===== config.mk =====
export PLATFORM = sky130hd
export DESIGN_NAME = swap_recursive_permutation_generator_top_flat
export DESIGN_NICKNAME = d
export VERILOG_FILES = /design/src/sv/spg_pkg.sv /design/src/sv/spg_ifs.sv /design/src/sv/spg_swap_unit.sv /design/src/sv/spg_apb_regs.sv /design/src/sv/swap_recursive_permutation_generator_top.sv /design/src/flat_wrapper.sv
export SDC_FILE = /design/constraint.sdc
export NUM_CORES = 1
export LEC_CHECK = 0
export BUFFER_PORTS_ARGS = -buffer_cell sky130_fd_sc_hd__buf_4
export CELL_PAD_IN_SITES_DETAIL_PLACEMENT = 0
export CELL_PAD_IN_SITES_GLOBAL_PLACEMENT = 1
export CORE_UTILIZATION = 38
export DETAILED_ROUTE_END_ITERATION = 12
export PLACE_DENSITY = 0.81
export SLEW_MARGIN = 30
export SYNTH_ARGS = -nofsm -noshare
export SYNTH_HDL_FRONTEND = slang
export SYNTH_SLANG_ARGS = --single-unit

===== constraint.sdc =====
create_clock -name clk -period 4.8 [get_ports clk]
set_input_delay 0.72 -clock clk [delete_from_list [all_inputs] [get_ports clk]]
set_output_delay 0.72 -clock clk [all_outputs]
set_load 0.01 [all_outputs]

===== src/sv/spg_pkg.sv =====
// ----------------------------------------------------------------------------
// spg_pkg
// shared types, constants and helper functions of the permutation generator
// ----------------------------------------------------------------------------
package spg_pkg;

  localparam int MAX_ELEMS  = 9;
  localparam int IDX_W      = (MAX_ELEMS > 1) ? $clog2(MAX_ELEMS) : 1;
  localparam int ELEM_W     = 4;
  localparam int ORDER_W    = 36;
  localparam int OUT_POS    = ORDER_W / ELEM_W;
  localparam int SHOW_POS   = (MAX_ELEMS < OUT_POS) ? MAX_ELEMS : OUT_POS;
  localparam int SEQ_W      = 19;
  localparam int COUNT_W    = 4;
  localparam int CFG_ADDR_W = 3;
  localparam int CFG_DATA_W = 32;

  localparam logic [COUNT_W-1:0] COUNT_RESET = COUNT_W'(9);

  // register index codes, taken from paddr[2]
  localparam logic REG_ELEMENT_COUNT = 1'b0;

  typedef logic [MAX_ELEMS-1:0][IDX_W-1:0] idx_vec_t;

  typedef enum logic [1:0] {
    ST_IDLE,
    ST_UNWIND,
    ST_ADVANCE,
    ST_RESULT
  } state_t;

  typedef struct packed {
    logic               count_wr;
    logic [COUNT_W-1:0] count;
  } cfg_ctl_t;

  function automatic idx_vec_t identity_vec();
    idx_vec_t v;
    for (int k = 0; k < MAX_ELEMS; k++) begin
      v[k] = IDX_W'(k);
    end
    return v;
  endfunction

  function automatic logic [COUNT_W-1:0] eff_count(logic [COUNT_W-1:0] raw);
    logic [COUNT_W-1:0] n;
    n = raw;
    if (n == '0) n = COUNT_W'(1);
    if (n > COUNT_W'(MAX_ELEMS)) n = COUNT_W'(MAX_ELEMS);
    return n;
  endfunction

  function automatic logic [ORDER_W-1:0] pack_order(idx_vec_t v, logic [COUNT_W-1:0] n);
    logic [ORDER_W-1:0] w;
    w = '0;
    for (int k = 0; k < SHOW_POS; k++) begin
      if (COUNT_W'(k) < n) w[ELEM_W*k +: ELEM_W] = ELEM_W'(v[k]);
    end
    return w;
  endfunction

  function automatic logic at_final(idx_vec_t c, logic [COUNT_W-1:0] n);
    logic fin;
    fin = 1'b1;
    for (int k = 0; k < MAX_ELEMS; k++) begin
      if ((COUNT_W'(k + 1) < n) && (c[k] != IDX_W'(n - COUNT_W'(1)))) fin = 1'b0;
    end
    return fin;
  endfunction

endpackage


===== src/sv/spg_ifs.sv =====
// ----------------------------------------------------------------------------
// spg channel interfaces
// request and result channels with valid/ready handshake
// ----------------------------------------------------------------------------
interface spg_in_if;
  logic valid;
  logic ready;
  logic restart;

  modport source (output valid, output restart, input ready);
  modport sink   (input valid, input restart, output ready);
endinterface

interface spg_out_if;
  logic                          valid;
  logic                          ready;
  logic [spg_pkg::ORDER_W-1:0]   order_word;
  logic [spg_pkg::SEQ_W-1:0]     sequence_number;
  logic                          is_last;
  logic                          exhausted;

  modport source (output valid, output order_word, output sequence_number,
                  output is_last, output exhausted, input ready);
  modport sink   (input valid, input order_word, input sequence_number,
                  input is_last, input exhausted, output ready);
endinterface


===== src/sv/spg_swap_unit.sv =====
// ----------------------------------------------------------------------------
// spg_swap_unit
// shared exchange of two positions of the order store
// ----------------------------------------------------------------------------
module spg_swap_unit (
  input  spg_pkg::idx_vec_t           vec_in,
  input  logic [spg_pkg::IDX_W-1:0]   pos_a,
  input  logic [spg_pkg::IDX_W-1:0]   pos_b,
  output spg_pkg::idx_vec_t           vec_out
);

  logic [spg_pkg::IDX_W-1:0] val_a;
  logic [spg_pkg::IDX_W-1:0] val_b;

  assign val_a = vec_in[pos_a];
  assign val_b = vec_in[pos_b];

  always_comb begin
    vec_out = vec_in;
    for (int k = 0; k < spg_pkg::MAX_ELEMS; k++) begin
      if (pos_a == spg_pkg::IDX_W'(k)) begin
        vec_out[k] = val_b;
      end else if (pos_b == spg_pkg::IDX_W'(k)) begin
        vec_out[k] = val_a;
      end
    end
  end

endmodule


===== src/sv/spg_apb_regs.sv =====
// ----------------------------------------------------------------------------
// spg_apb_regs
// apb register slave holding the element count
// ----------------------------------------------------------------------------
module spg_apb_regs (
  input  logic                              clk,
  input  logic                              rst_n,
  input  logic                              psel,
  input  logic                              penable,
  input  logic                              pwrite,
  input  logic [spg_pkg::CFG_ADDR_W-1:0]    paddr,
  input  logic [spg_pkg::CFG_DATA_W-1:0]    pwdata,
  output logic [spg_pkg::CFG_DATA_W-1:0]    prdata,
  output logic                              pready,
  output spg_pkg::cfg_ctl_t                 ctl
);

  logic [spg_pkg::COUNT_W-1:0] count_r;
  logic [spg_pkg::COUNT_W-1:0] count_nxt;
  logic                        wr_hit;

  assign pready = 1'b1;
  assign wr_hit = psel && penable && pwrite && pready &&
                  (paddr[2] == spg_pkg::REG_ELEMENT_COUNT);

  assign count_nxt = wr_hit ? pwdata[spg_pkg::COUNT_W-1:0] : count_r;

  always_ff @(posedge clk) begin
    if (!rst_n) begin
      count_r <= spg_pkg::COUNT_RESET;
    end else begin
      count_r <= count_nxt;
    end
  end

  always_comb begin
    prdata = '0;
    if (paddr[2] == spg_pkg::REG_ELEMENT_COUNT) begin
      prdata = spg_pkg::CFG_DATA_W'(count_r);
    end
  end

  assign ctl.count_wr = wr_hit;
  assign ctl.count    = count_r;

endmodule


===== src/sv/swap_recursive_permutation_generator_top.sv =====
// ----------------------------------------------------------------------------
// swap_recursive_permutation_generator_top
// next permutation in recursive swap-and-restore order, one per request
// ----------------------------------------------------------------------------
// Each request returns one result. A restart request, or a request that finds
// no enumeration running or only one element, goes from idle straight to the
// result state. A next request that steps to a new permutation unwinds L
// recursion levels, with L from 1 to element_count - 1: the sequencer walks
// the levels one per cycle through a single shared swap unit, then makes one
// more swap to step the chosen level. The request that runs past the final
// permutation unwinds every level and returns exhausted. The request channel
// is ready only while the sequencer is idle, and a new result that finds the
// output register still full holds the sequencer until that register is
// taken.
// A register write to element_count stops the running enumeration.
module swap_recursive_permutation_generator_top (
  input  logic                              clk,
  input  logic                              rst_n,
  spg_in_if.sink                            in_ch,
  spg_out_if.source                         out_ch,
  input  logic                              cfg_psel,
  input  logic                              cfg_penable,
  input  logic                              cfg_pwrite,
  input  logic [spg_pkg::CFG_ADDR_W-1:0]    cfg_paddr,
  input  logic [spg_pkg::CFG_DATA_W-1:0]    cfg_pwdata,
  output logic [spg_pkg::CFG_DATA_W-1:0]    cfg_prdata,
  output logic                              cfg_pready
);

  spg_pkg::cfg_ctl_t cfg_ctl;

  spg_pkg::state_t              state_r, state_nxt;
  logic [spg_pkg::IDX_W-1:0]    lvl_r, lvl_nxt;
  spg_pkg::idx_vec_t            order_r, order_nxt;
  spg_pkg::idx_vec_t            choice_r, choice_nxt;
  logic [spg_pkg::SEQ_W-1:0]    seq_r, seq_nxt;
  logic                         running_r, running_nxt;
  logic                         good_r, good_nxt;

  logic                         out_valid_r;
  logic [spg_pkg::ORDER_W-1:0]  out_word_r;
  logic [spg_pkg::SEQ_W-1:0]    out_seq_r;
  logic                         out_last_r;
  logic                         out_exh_r;
  logic                         out_load;

  logic [spg_pkg::COUNT_W-1:0]  n_eff;
  logic [spg_pkg::IDX_W-1:0]    n_top;
  logic [spg_pkg::IDX_W-1:0]    cur_choice;
  spg_pkg::idx_vec_t            swapped;

  spg_apb_regs u_regs (
    .clk     (clk),
    .rst_n   (rst_n),
    .psel    (cfg_psel),
    .penable (cfg_penable),
    .pwrite  (cfg_pwrite),
    .paddr   (cfg_paddr),
    .pwdata  (cfg_pwdata),
    .prdata  (cfg_prdata),
    .pready  (cfg_pready),
    .ctl     (cfg_ctl)
  );

  assign n_eff      = spg_pkg::eff_count(cfg_ctl.count);
  assign n_top      = spg_pkg::IDX_W'(n_eff - spg_pkg::COUNT_W'(1));
  assign cur_choice = choice_r[lvl_r];

  spg_swap_unit u_swap (
    .vec_in  (order_r),
    .pos_a   (lvl_r),
    .pos_b   (cur_choice),
    .vec_out (swapped)
  );

  assign in_ch.ready = (state_r == spg_pkg::ST_IDLE);

  always_comb begin
    state_nxt   = state_r;
    lvl_nxt     = lvl_r;
    order_nxt   = order_r;
    choice_nxt  = choice_r;
    seq_nxt     = seq_r;
    running_nxt = running_r;
    good_nxt    = good_r;
    out_load    = 1'b0;
    case (state_r)
      spg_pkg::ST_IDLE: begin
        if (in_ch.valid) begin
          if (in_ch.restart) begin
            order_nxt   = spg_pkg::identity_vec();
            choice_nxt  = spg_pkg::identity_vec();
            seq_nxt     = spg_pkg::SEQ_W'(1);
            running_nxt = 1'b1;
            good_nxt    = 1'b1;
            state_nxt   = spg_pkg::ST_RESULT;
          end else if (running_r && (n_eff >= spg_pkg::COUNT_W'(2))) begin
            lvl_nxt   = spg_pkg::IDX_W'(n_eff - spg_pkg::COUNT_W'(2));
            state_nxt = spg_pkg::ST_UNWIND;
          end else if (running_r) begin
            // single element: nothing follows the identity
            order_nxt   = spg_pkg::identity_vec();
            choice_nxt  = spg_pkg::identity_vec();
            seq_nxt     = '0;
            running_nxt = 1'b0;
            good_nxt    = 1'b0;
            state_nxt   = spg_pkg::ST_RESULT;
          end else begin
            good_nxt  = 1'b0;
            state_nxt = spg_pkg::ST_RESULT;
          end
        end
      end
      spg_pkg::ST_UNWIND: begin
        order_nxt = swapped;
        if (cur_choice < n_top) begin
          choice_nxt[lvl_r] = cur_choice + spg_pkg::IDX_W'(1);
          state_nxt         = spg_pkg::ST_ADVANCE;
        end else if (lvl_r == '0) begin
          // enumeration complete
          order_nxt   = spg_pkg::identity_vec();
          choice_nxt  = spg_pkg::identity_vec();
          seq_nxt     = '0;
          running_nxt = 1'b0;
          good_nxt    = 1'b0;
          state_nxt   = spg_pkg::ST_RESULT;
        end else begin
          lvl_nxt = lvl_r - spg_pkg::IDX_W'(1);
        end
      end
      spg_pkg::ST_ADVANCE: begin
        order_nxt = swapped;
        for (int k = 0; k < spg_pkg::MAX_ELEMS; k++) begin
          if (spg_pkg::IDX_W'(k) > lvl_r) choice_nxt[k] = spg_pkg::IDX_W'(k);
        end
        seq_nxt   = seq_r + spg_pkg::SEQ_W'(1);
        good_nxt  = 1'b1;
        state_nxt = spg_pkg::ST_RESULT;
      end
      spg_pkg::ST_RESULT: begin
        if (!out_valid_r || out_ch.ready) begin
          out_load  = 1'b1;
          state_nxt = spg_pkg::ST_IDLE;
        end
      end
      default: begin
        state_nxt = spg_pkg::ST_IDLE;
      end
    endcase
    if (cfg_ctl.count_wr) begin
      running_nxt = 1'b0;
    end
  end

  always_ff @(posedge clk) begin
    if (!rst_n) begin
      state_r   <= spg_pkg::ST_IDLE;
      lvl_r     <= '0;
      order_r   <= spg_pkg::identity_vec();
      choice_r  <= spg_pkg::identity_vec();
      seq_r     <= '0;
      running_r <= 1'b0;
      good_r    <= 1'b0;
    end else begin
      state_r   <= state_nxt;
      lvl_r     <= lvl_nxt;
      order_r   <= order_nxt;
      choice_r  <= choice_nxt;
      seq_r     <= seq_nxt;
      running_r <= running_nxt;
      good_r    <= good_nxt;
    end
  end

  always_ff @(posedge clk) begin
    if (!rst_n) begin
      out_valid_r <= 1'b0;
    end else if (out_load) begin
      out_valid_r <= 1'b1;
    end else if (out_ch.ready) begin
      out_valid_r <= 1'b0;
    end
  end

  always_ff @(posedge clk) begin
    if (out_load) begin
      out_word_r <= good_r ? spg_pkg::pack_order(order_r, n_eff) : '0;
      out_seq_r  <= good_r ? seq_r : '0;
      out_last_r <= good_r && spg_pkg::at_final(choice_r, n_eff);
      out_exh_r  <= !good_r;
    end
  end

  assign out_ch.valid           = out_valid_r;
  assign out_ch.order_word      = out_word_r;
  assign out_ch.sequence_number = out_seq_r;
  assign out_ch.is_last         = out_last_r;
  assign out_ch.exhausted       = out_exh_r;

  // exhausted result carries no permutation
  assert property (@(posedge clk) disable iff (!rst_n)
    out_valid_r && out_exh_r |-> (out_word_r == '0) && (out_seq_r == '0) && !out_last_r)
    else $error("exhausted request carries payload");

  // a delivered permutation always has a nonzero sequence number
  assert property (@(posedge clk) disable iff (!rst_n)
    out_valid_r && !out_exh_r |-> (out_seq_r != '0))
    else $error("permutation with zero sequence number");

  // a count write stops the enumeration
  assert property (@(posedge clk) disable iff (!rst_n)
    cfg_ctl.count_wr |=> !running_r)
    else $error("enumeration still running after count write");

  // one request at a time through the sequencer
  assert property (@(posedge clk) disable iff (!rst_n)
    in_ch.valid && in_ch.ready |=> !in_ch.ready)
    else $error("request taken while sequencer busy");

endmodule


===== src/flat_wrapper.sv =====
// flat-port wrapper written by rule: the top's interface ports become plain ports
module swap_recursive_permutation_generator_top_flat 
  (clk, rst_n, cfg_psel, cfg_penable, cfg_pwrite, cfg_paddr, cfg_pwdata, cfg_prdata, cfg_pready, in_ch_valid, in_ch_restart, in_ch_ready, out_ch_valid, out_ch_order_word, out_ch_sequence_number, out_ch_is_last, out_ch_exhausted, out_ch_ready);
  spg_in_if in_ch_i ();
  spg_out_if out_ch_i ();
  input  logic clk;
  input  logic rst_n;
  input  logic cfg_psel;
  input  logic cfg_penable;
  input  logic cfg_pwrite;
  input  logic [spg_pkg::CFG_ADDR_W-1:0] cfg_paddr;
  input  logic [spg_pkg::CFG_DATA_W-1:0] cfg_pwdata;
  output logic [spg_pkg::CFG_DATA_W-1:0] cfg_prdata;
  output logic cfg_pready;
  input wire logic [$bits(in_ch_i.valid)-1:0] in_ch_valid;
  input wire logic [$bits(in_ch_i.restart)-1:0] in_ch_restart;
  output wire logic [$bits(in_ch_i.ready)-1:0] in_ch_ready;
  output wire logic [$bits(out_ch_i.valid)-1:0] out_ch_valid;
  output wire logic [$bits(out_ch_i.order_word)-1:0] out_ch_order_word;
  output wire logic [$bits(out_ch_i.sequence_number)-1:0] out_ch_sequence_number;
  output wire logic [$bits(out_ch_i.is_last)-1:0] out_ch_is_last;
  output wire logic [$bits(out_ch_i.exhausted)-1:0] out_ch_exhausted;
  input wire logic [$bits(out_ch_i.ready)-1:0] out_ch_ready;
  assign in_ch_i.valid = in_ch_valid;
  assign in_ch_i.restart = in_ch_restart;
  assign in_ch_ready = in_ch_i.ready;
  assign out_ch_valid = out_ch_i.valid;
  assign out_ch_order_word = out_ch_i.order_word;
  assign out_ch_sequence_number = out_ch_i.sequence_number;
  assign out_ch_is_last = out_ch_i.is_last;
  assign out_ch_exhausted = out_ch_i.exhausted;
  assign out_ch_i.ready = out_ch_ready;
  swap_recursive_permutation_generator_top u_core (.clk(clk), .rst_n(rst_n), .in_ch(in_ch_i), .out_ch(out_ch_i), .cfg_psel(cfg_psel), .cfg_penable(cfg_penable), .cfg_pwrite(cfg_pwrite), .cfg_paddr(cfg_paddr), .cfg_pwdata(cfg_pwdata), .cfg_prdata(cfg_prdata), .cfg_pready(cfg_pready));
endmodule

* After elaboration in Yosys (flattened, before gate mapping) *
Cells that the tools add are included.
W data, S select, Z words.

word-level totals
  register bits = 161
  bits of input ports = 43
  word-level logic and storage cells = 256

cells by class
  add/sub/neg operators = 5
  $lt $le $gt $ge = 25
  eq/ne operators = 47
  mux-type cells = 90
  bitwise gates (word level) = 2
  reductions and logical operators = 50

operator list
  kind                     number
  $mux W36                 8
  $pmux W36 S3             2
  $mux W4                  39
  $mux W19                 6
  $reduce_and A6 Y1        11
  $pmux W19 S3             1
  $bmux W4 S4              3
  $bwmux W36               1
  $ne A4 B4 Y1             9
  $eq A4 B3 Y1 const B     8
  $ne A2 B1 Y1 const B     12
  $add A19 B1 Y19 const B  1
  $mux W1                  19
  $reduce_and A2 Y1        9
  $demux W4 S4             1
  $eq A4 B2 Y1 const B     4
  $gt A3 B4 Y1 const A     4
  $lt A3 B4 Y1 const A     4
  $logic_and A1 B1 Y1      15
  $logic_not A4 Y1         3
  $mux W2                  6
  $lt A4 B5 Y1 const B     2
  $reduce_and A5 Y1        2
  $eq A4 B1 Y1 const B     2
  33 further kinds         47

* Longest topological paths before layout *
  depth in word-level cells = 18
  gate-level depth with buffers = 19
  depth with buffers taken out = 15

* Modules after synthesis *
From an unflattened synthesis, not the netlist that was laid out.

second synthesis, totals
  cells, all modules = 1105
  area total of the unflattened synthesis = 9974.6 µm²

modules (own cells, without submodules)
  module                                    instances  cells an instance  area each (µm²)  seq. area each (µm²)
  swap_recursive_permutation_generator_top  1          757                7572.3           3713.6
  spg_swap_unit                             1          294                1953.1           0.0
  spg_apb_regs                              1          54                 449.2            80.1

* Least setup slack after synthesis *
No wires, ideal clock.

  path kind = reg-to-reg
  start point = reg u_core.u_regs.count_r[3] in the netlist's numbering
  end point = reg u_core.choice_r[30] in the netlist's numbering
  library setup time = 0.134 ns
  arrival = 3.728 ns
  required time = 4.666 ns
  slack = 0.938 ns
  cell stages (with the launch flop) = 17
  clock period less this slack = 3.862 ns
  cells stage by stage = dfxtp_1 > buf_2 > o21a_1 > or3_1 > buf_2 > clkinv_1 > ha_1 > ha_1 > clkbuf_1 > inv_1 > ha_1 > or4_4 > o211ai_2 > o21a_2 > nand2_2 > a2111oi_0 > a31oi_1

on the way
  cells in the longest elaborated chain, start to end = 8
  elaborated cells on any way between the ends = 13
  those cells by class = add/sub (1); order compare (3); eq/ne (2); mux (4); reduce/logical (3)

ends and longest elaborated chain
  element                                                      RTL line                                                                                         text
  start, declared                                              spg_apb_regs.sv:18                                                                               logic [spg_pkg::COUNT_W-1:0] count_r;
  start signal, assigned                                       spg_apb_regs.sv:30                                                                               count_r <= spg_pkg::COUNT_RESET;
  start signal, assigned                                       spg_apb_regs.sv:32                                                                               count_r <= count_nxt;
  $logic_not A4 Y1                                             spg_pkg.sv:48                                                                                    if (n == '0) n = COUNT_W'(1);
  $mux W4 *                                                    spg_pkg.sv:48
  $gt A4 B4 Y1                                                 spg_pkg.sv:49                                                                                    if (n > COUNT_W'(MAX_ELEMS)) n = COUNT_W'(MAX_ELEMS);
  $mux W4 *                                                    spg_pkg.sv:49
  $sub A4 B1 Y4 or $ge A4 B2 Y1 (tied branches)                swap_recursive_permutation_generator_top.sv:66, swap_recursive_permutation_generator_top.sv:97
  $lt A4 B4 Y1 or $logic_and A1 B1 Y1 (tied branches)          swap_recursive_permutation_generator_top.sv:116, swap_recursive_permutation_generator_top.sv:97
  $ne A3 B1 Y1 (no line), or another cell as far along         --
  $reduce_and A6 Y1 (no line) or $pmux W36 S3 (tied branches)  --
  end signal, assigned                                         swap_recursive_permutation_generator_top.sv:160                                                  choice_r <= spg_pkg::identity_vec();
  end signal, assigned                                         swap_recursive_permutation_generator_top.sv:168                                                  choice_r <= choice_nxt;
  end, declared                                                swap_recursive_permutation_generator_top.sv:35                                                   spg_pkg::idx_vec_t choice_r, choice_nxt;

Mark *: on every way between the ends. The rest lies on a longest branch, timed or not.
A chain may end at the register's enable or synchronous reset.

* Final worst setup path *
  start point = reg u_core.u_regs.count_r[3] in the netlist's numbering
  end point = reg u_core.out_last_r, in the netlist u_core.out_ch.is_last (data pin)

on the way
  cells in the longest elaborated chain, start to end = 18
  elaborated cells on any way between the ends = 43
  those cells by class = add/sub (1); order compare (10); eq/ne (9); mux (12); reduce/logical (11)

ends and longest elaborated chain
  element                RTL line                                         text
  $logic_not A4 Y1       spg_pkg.sv:48
  $mux W4 *              spg_pkg.sv:48
  $gt A4 B4 Y1           spg_pkg.sv:49
  $mux W4 *              spg_pkg.sv:49
  $sub A4 B1 Y4          spg_pkg.sv:66                                    if ((COUNT_W'(k + 1) < n) && (c[k] != IDX_W'(n - COUNT_W'(1)))) fin = 1'b0;
  $ne A4 B4 Y1           spg_pkg.sv:66
  $logic_and A1 B1 Y1    spg_pkg.sv:66
  $mux W1 (8 in a row)   spg_pkg.sv:66
  $mux W1 *              spg_pkg.sv:66
  $mux W1 *              swap_recursive_permutation_generator_top.sv:186  if (out_load) begin
  $logic_and A1 B1 Y1 *  swap_recursive_permutation_generator_top.sv:189  out_last_r <= good_r && spg_pkg::at_final(choice_r, n_eff);
  end signal, assigned   swap_recursive_permutation_generator_top.sv:189
  end, declared          swap_recursive_permutation_generator_top.sv:43   logic out_last_r;

Mark *: on every way between the ends. The rest lies on a longest branch, timed or not. The select of a mux whose other input is x is not followed.

==> results.cfg <==
[outcome]
status = complete, no violations

[die]
ios = 135
core_area_um2 = 24530
start_util_pct = 39.00
dieArea_um2 = 25820
fp.dieH_um = 160.7
rows = 57
die_x_um = 160.7

[timing]
setup_tns_ns = 0
worst_pin_slew_ns = 1.019
fmax_mhz = 248.1
maxSlewHeadroom_pct = 31.67
hold_viol_final = 0
rsz0062_at_grt = no
finalSetupViolations = 0
finClkSkew_ns = 0.01558
post-route-worst-setup-slack_ns = 0.7686
fin_crit_sh_pct = 83.99
hold_ws_ns = 0.4479
maxSlewViolCount = 0
period_needed_ns = 4.031

[yosys]
yosys_warnings = 0
syn_inst = 1033
yosysTopAreaCellShare_pct = 21.76
synth_cell_type_count = 90
synth_common_cells = 116 x nand2_1, 104 x dfxtp_1, 63 x nor2_1
synthArstFlopShare_pct = 0
yosys.area.top_type = dfxtp_1
syn_area_um2 = 9568
yosysSeqAreaShare_pct = 39.65
synth_area_leaders = dfxtp_1 22%, edfxtp_1 18%, nand2_1 4.6%, and2_1 3.5%, mux2_2 3.2%
avgSynthCellArea_um2 = 9.262
synth_edf_count = 57
synth_seq_cells = 161
yosysMostFrequentCell = nand2_1
ys.flop_type = dfxtp_1

[place]
io_buffers = 75
place_congestion = 0.9406
place_ws_ns = 0.7786
hpwl_um = 20250

[clocking]
cts_tree = done
clock_path_buffers = 2
post_cts_resized = 0
clock_latency_ns = 0.45
htreeDepth = 4
cts-root-buf = clkbuf_16
cts_made_buffers = 17
cts_post_setup_buffers_inserted = 0
cts_hold_buf = 0
clk_pin_slew_ns = 0.08
clock-sinks = 161

[finish]
fin_nets = 1172
antennaDiodeCount = 0
drive_above_1_share_pct = 19.41
area_growth_pct = 15.54
n_fill_cell = 2429

[global_routing]
antenna_found_initial = 0
grt_pass1_vias = 7759
grt_max_degree = 58
grt_pass1_wl_um = 44710
grtUsageTotal_pct = 22.52
grt_overflow = 0

[power_and_ir_drop]
powerDensity_nw_per_um2 = 629.1
p_leak_nw = 4.341
ir_drop_uv = 241.8
total_power_w = 0.006955

[flow_run]
maxCapViolations = 0

[critical_path]
crit_required_ns = 5.12
rr_startpoint = u_core.u_regs.count_r[3]$_SDFFE_PN1P_
start_kind = register
crit_arrival_ns = 4.36
worst_r2r_endpoint = u_core.out_ch.is_last$_DFFE_PP_
crit_buf_inv = 4
cpMaxStageDelayCell = a2111oi_0
rr_worst_depth = 13
cpPeakStageDelay_ns = 0.55
worstPathMaxFanout = 15
cp_top_family = compound AO/OA/AOI/OAI gates
path_common_cell = buf_4
endpoint_kind = register
ff2ff_setup_slack_ns = 0.77
cp_cell_sequence = buf_4 > nor2b_1 > inv_1 > ha_1 > nor2b_1 > mux2i_4 > buf_4 > xnor2_1 > nor4_1 > o21ai_0 > o32a_1 > a2111oi_0 > buf_4
crit_type = register to register

[route]
drc_errors = 0
drtPass1Iterations = 5
vias = 8231
viasPerCell = 5.708
ant_nets = 0
drt_iter0_markers = 817
avgRoutedWirePerCell_um = 19.91
wl_um = 28720

[worst_hold_path]
min_delay_path_depth = 2
min_path_type = register to register
min_to = u_core.choice_r[33]$_SDFFE_PN0P_
holdCritStartpoint = u_core.choice_r[33]$_SDFFE_PN0P_
==> routing by layer <==
metal	track usage, %	share of wire (%)	up-vias	wire length, um
li1	-	-	3851	-
met1	29.61	43	3901	12290
met2	35.85	46	400	13330
met3	4.468	7.4	79	2133
met4	9.740	3.3	0	960
met5	0	0	-	0
==> state kept, by name, summed over array words and instances (netlist names), 2 cells and up <==
register,cells
u_core.choice_r,36
u_core.lvl_r,4
u_core.order_r,36
u_core.out_ch.order_word,36
u_core.out_ch.sequence_number,19
u_core.seq_r,19
u_core.state_r,2
u_core.u_regs.count_r,4
==> worst reg2reg max path, stage by stage, from the launching register on <==
cell       delay (ns)
dfxtp_1          0.43
buf_4            0.30
nor2b_1          0.14
inv_1            0.19
ha_1             0.21
nor2b_1          0.25
mux2i_4          0.30
buf_4            0.23
xnor2_1          0.08
nor4_1           0.48
o21ai_0          0.16
o32a_1           0.38
a2111oi_0        0.55
buf_4            0.20
==> cells by family after synthesis <==
group,Yosys count,share of synthesized area (%)
muxes,69,9.102
adders and majority gates,24,3.139
other,2,0.07849
DFF,161,39.65
xor gates and xnor gates,46,4.211
AOI/OAI and AO/OA,260,18.49
and+or+nand+nor,351,18.57
buffers and inverters,120,6.761
==> layout make-up <==
cell class                 count  area, um2  share of cell area (%)
sequential                   161       3794                   34.32
tap                          324      405.4                   3.667
inverter                      33      123.9                   1.121
clock inverter                14      182.7                   1.653
multi-input combinational    779       5250                   47.49
timing repair buffer         113      848.3                   7.674
clock buffer                  18      450.4                   4.075
==> metrics by stage <==
| stage | utilization (%) | cells | instance area [um2] |
|---|---|---|---|
| 6_report | 45.06 | 1442 | 11050 |
| 4_1_cts | 45.06 | 1442 | 11050 |
| 5_1_grt | 45.06 | 1442 | 11050 |
| 2_1_floorplan | - | 1060 | 9669 |
| 3_3_place_gp | 42.44 | 1410 | 10410 |
| 3_5_place_dp | 42.48 | 1410 | 10420 |
==> placed cells by master, fill, tap and decap left out, types with 5 or more instances in the layout <==
cell type  count
a211oi_1      10
a21o_1         5
a21oi_1       60
a221oi_1       5
a31oi_1       13
and2_1        54
and3_1        20
buf_4        113
clkbuf_16     18
conb_1        29
dfxtp_1      104
edfxtp_1      57
ha_1          24
inv_1         27
mux2_2        27
mux2i_1       30
mux4_2         8
nand2_1      116
nand2b_1       7
nand3_1       25
nand4_1       10
nor2_1        63
nor2b_1       16
nor3_1         9
o211ai_1       8
o21ai_0       48
o21ai_1       20
o221ai_1       8
o22ai_1        5
o31ai_1        5
o32ai_1       15
xnor2_1       22
xor2_1        24
==> worst max-delay path by stage <==
stage,from,cells past startpoint,to
2_1_floorplan,u_core.u_regs.count_r[3]$_SDFFE_PN1P_,16,u_core.choice_r[30]$_SDFFE_PN1P_
3_3_place_gp,u_core.u_regs.count_r[3]$_SDFFE_PN1P_,13,u_core.out_ch.is_last$_DFFE_PP_
3_5_place_dp,u_core.u_regs.count_r[3]$_SDFFE_PN1P_,13,u_core.out_ch.is_last$_DFFE_PP_
4_1_cts,u_core.u_regs.count_r[3]$_SDFFE_PN1P_,13,u_core.out_ch.is_last$_DFFE_PP_
5_1_grt,u_core.u_regs.count_r[3]$_SDFFE_PN1P_,13,u_core.out_ch.is_last$_DFFE_PP_
6_report,u_core.u_regs.count_r[3]$_SDFFE_PN1P_,13,u_core.out_ch.is_last$_DFFE_PP_
==> where the power goes <==
part           total (W)  switching, W  leakage, nW  internal, W
Sequential       0.00181      0.000165         1.38      0.00164
Combinational    0.00368       0.00244         2.66      0.00125
Clock            0.00146      0.000680        0.306     0.000783
Total            0.00695       0.00328         4.34      0.00367
Power figures use the tool's default switching activity.
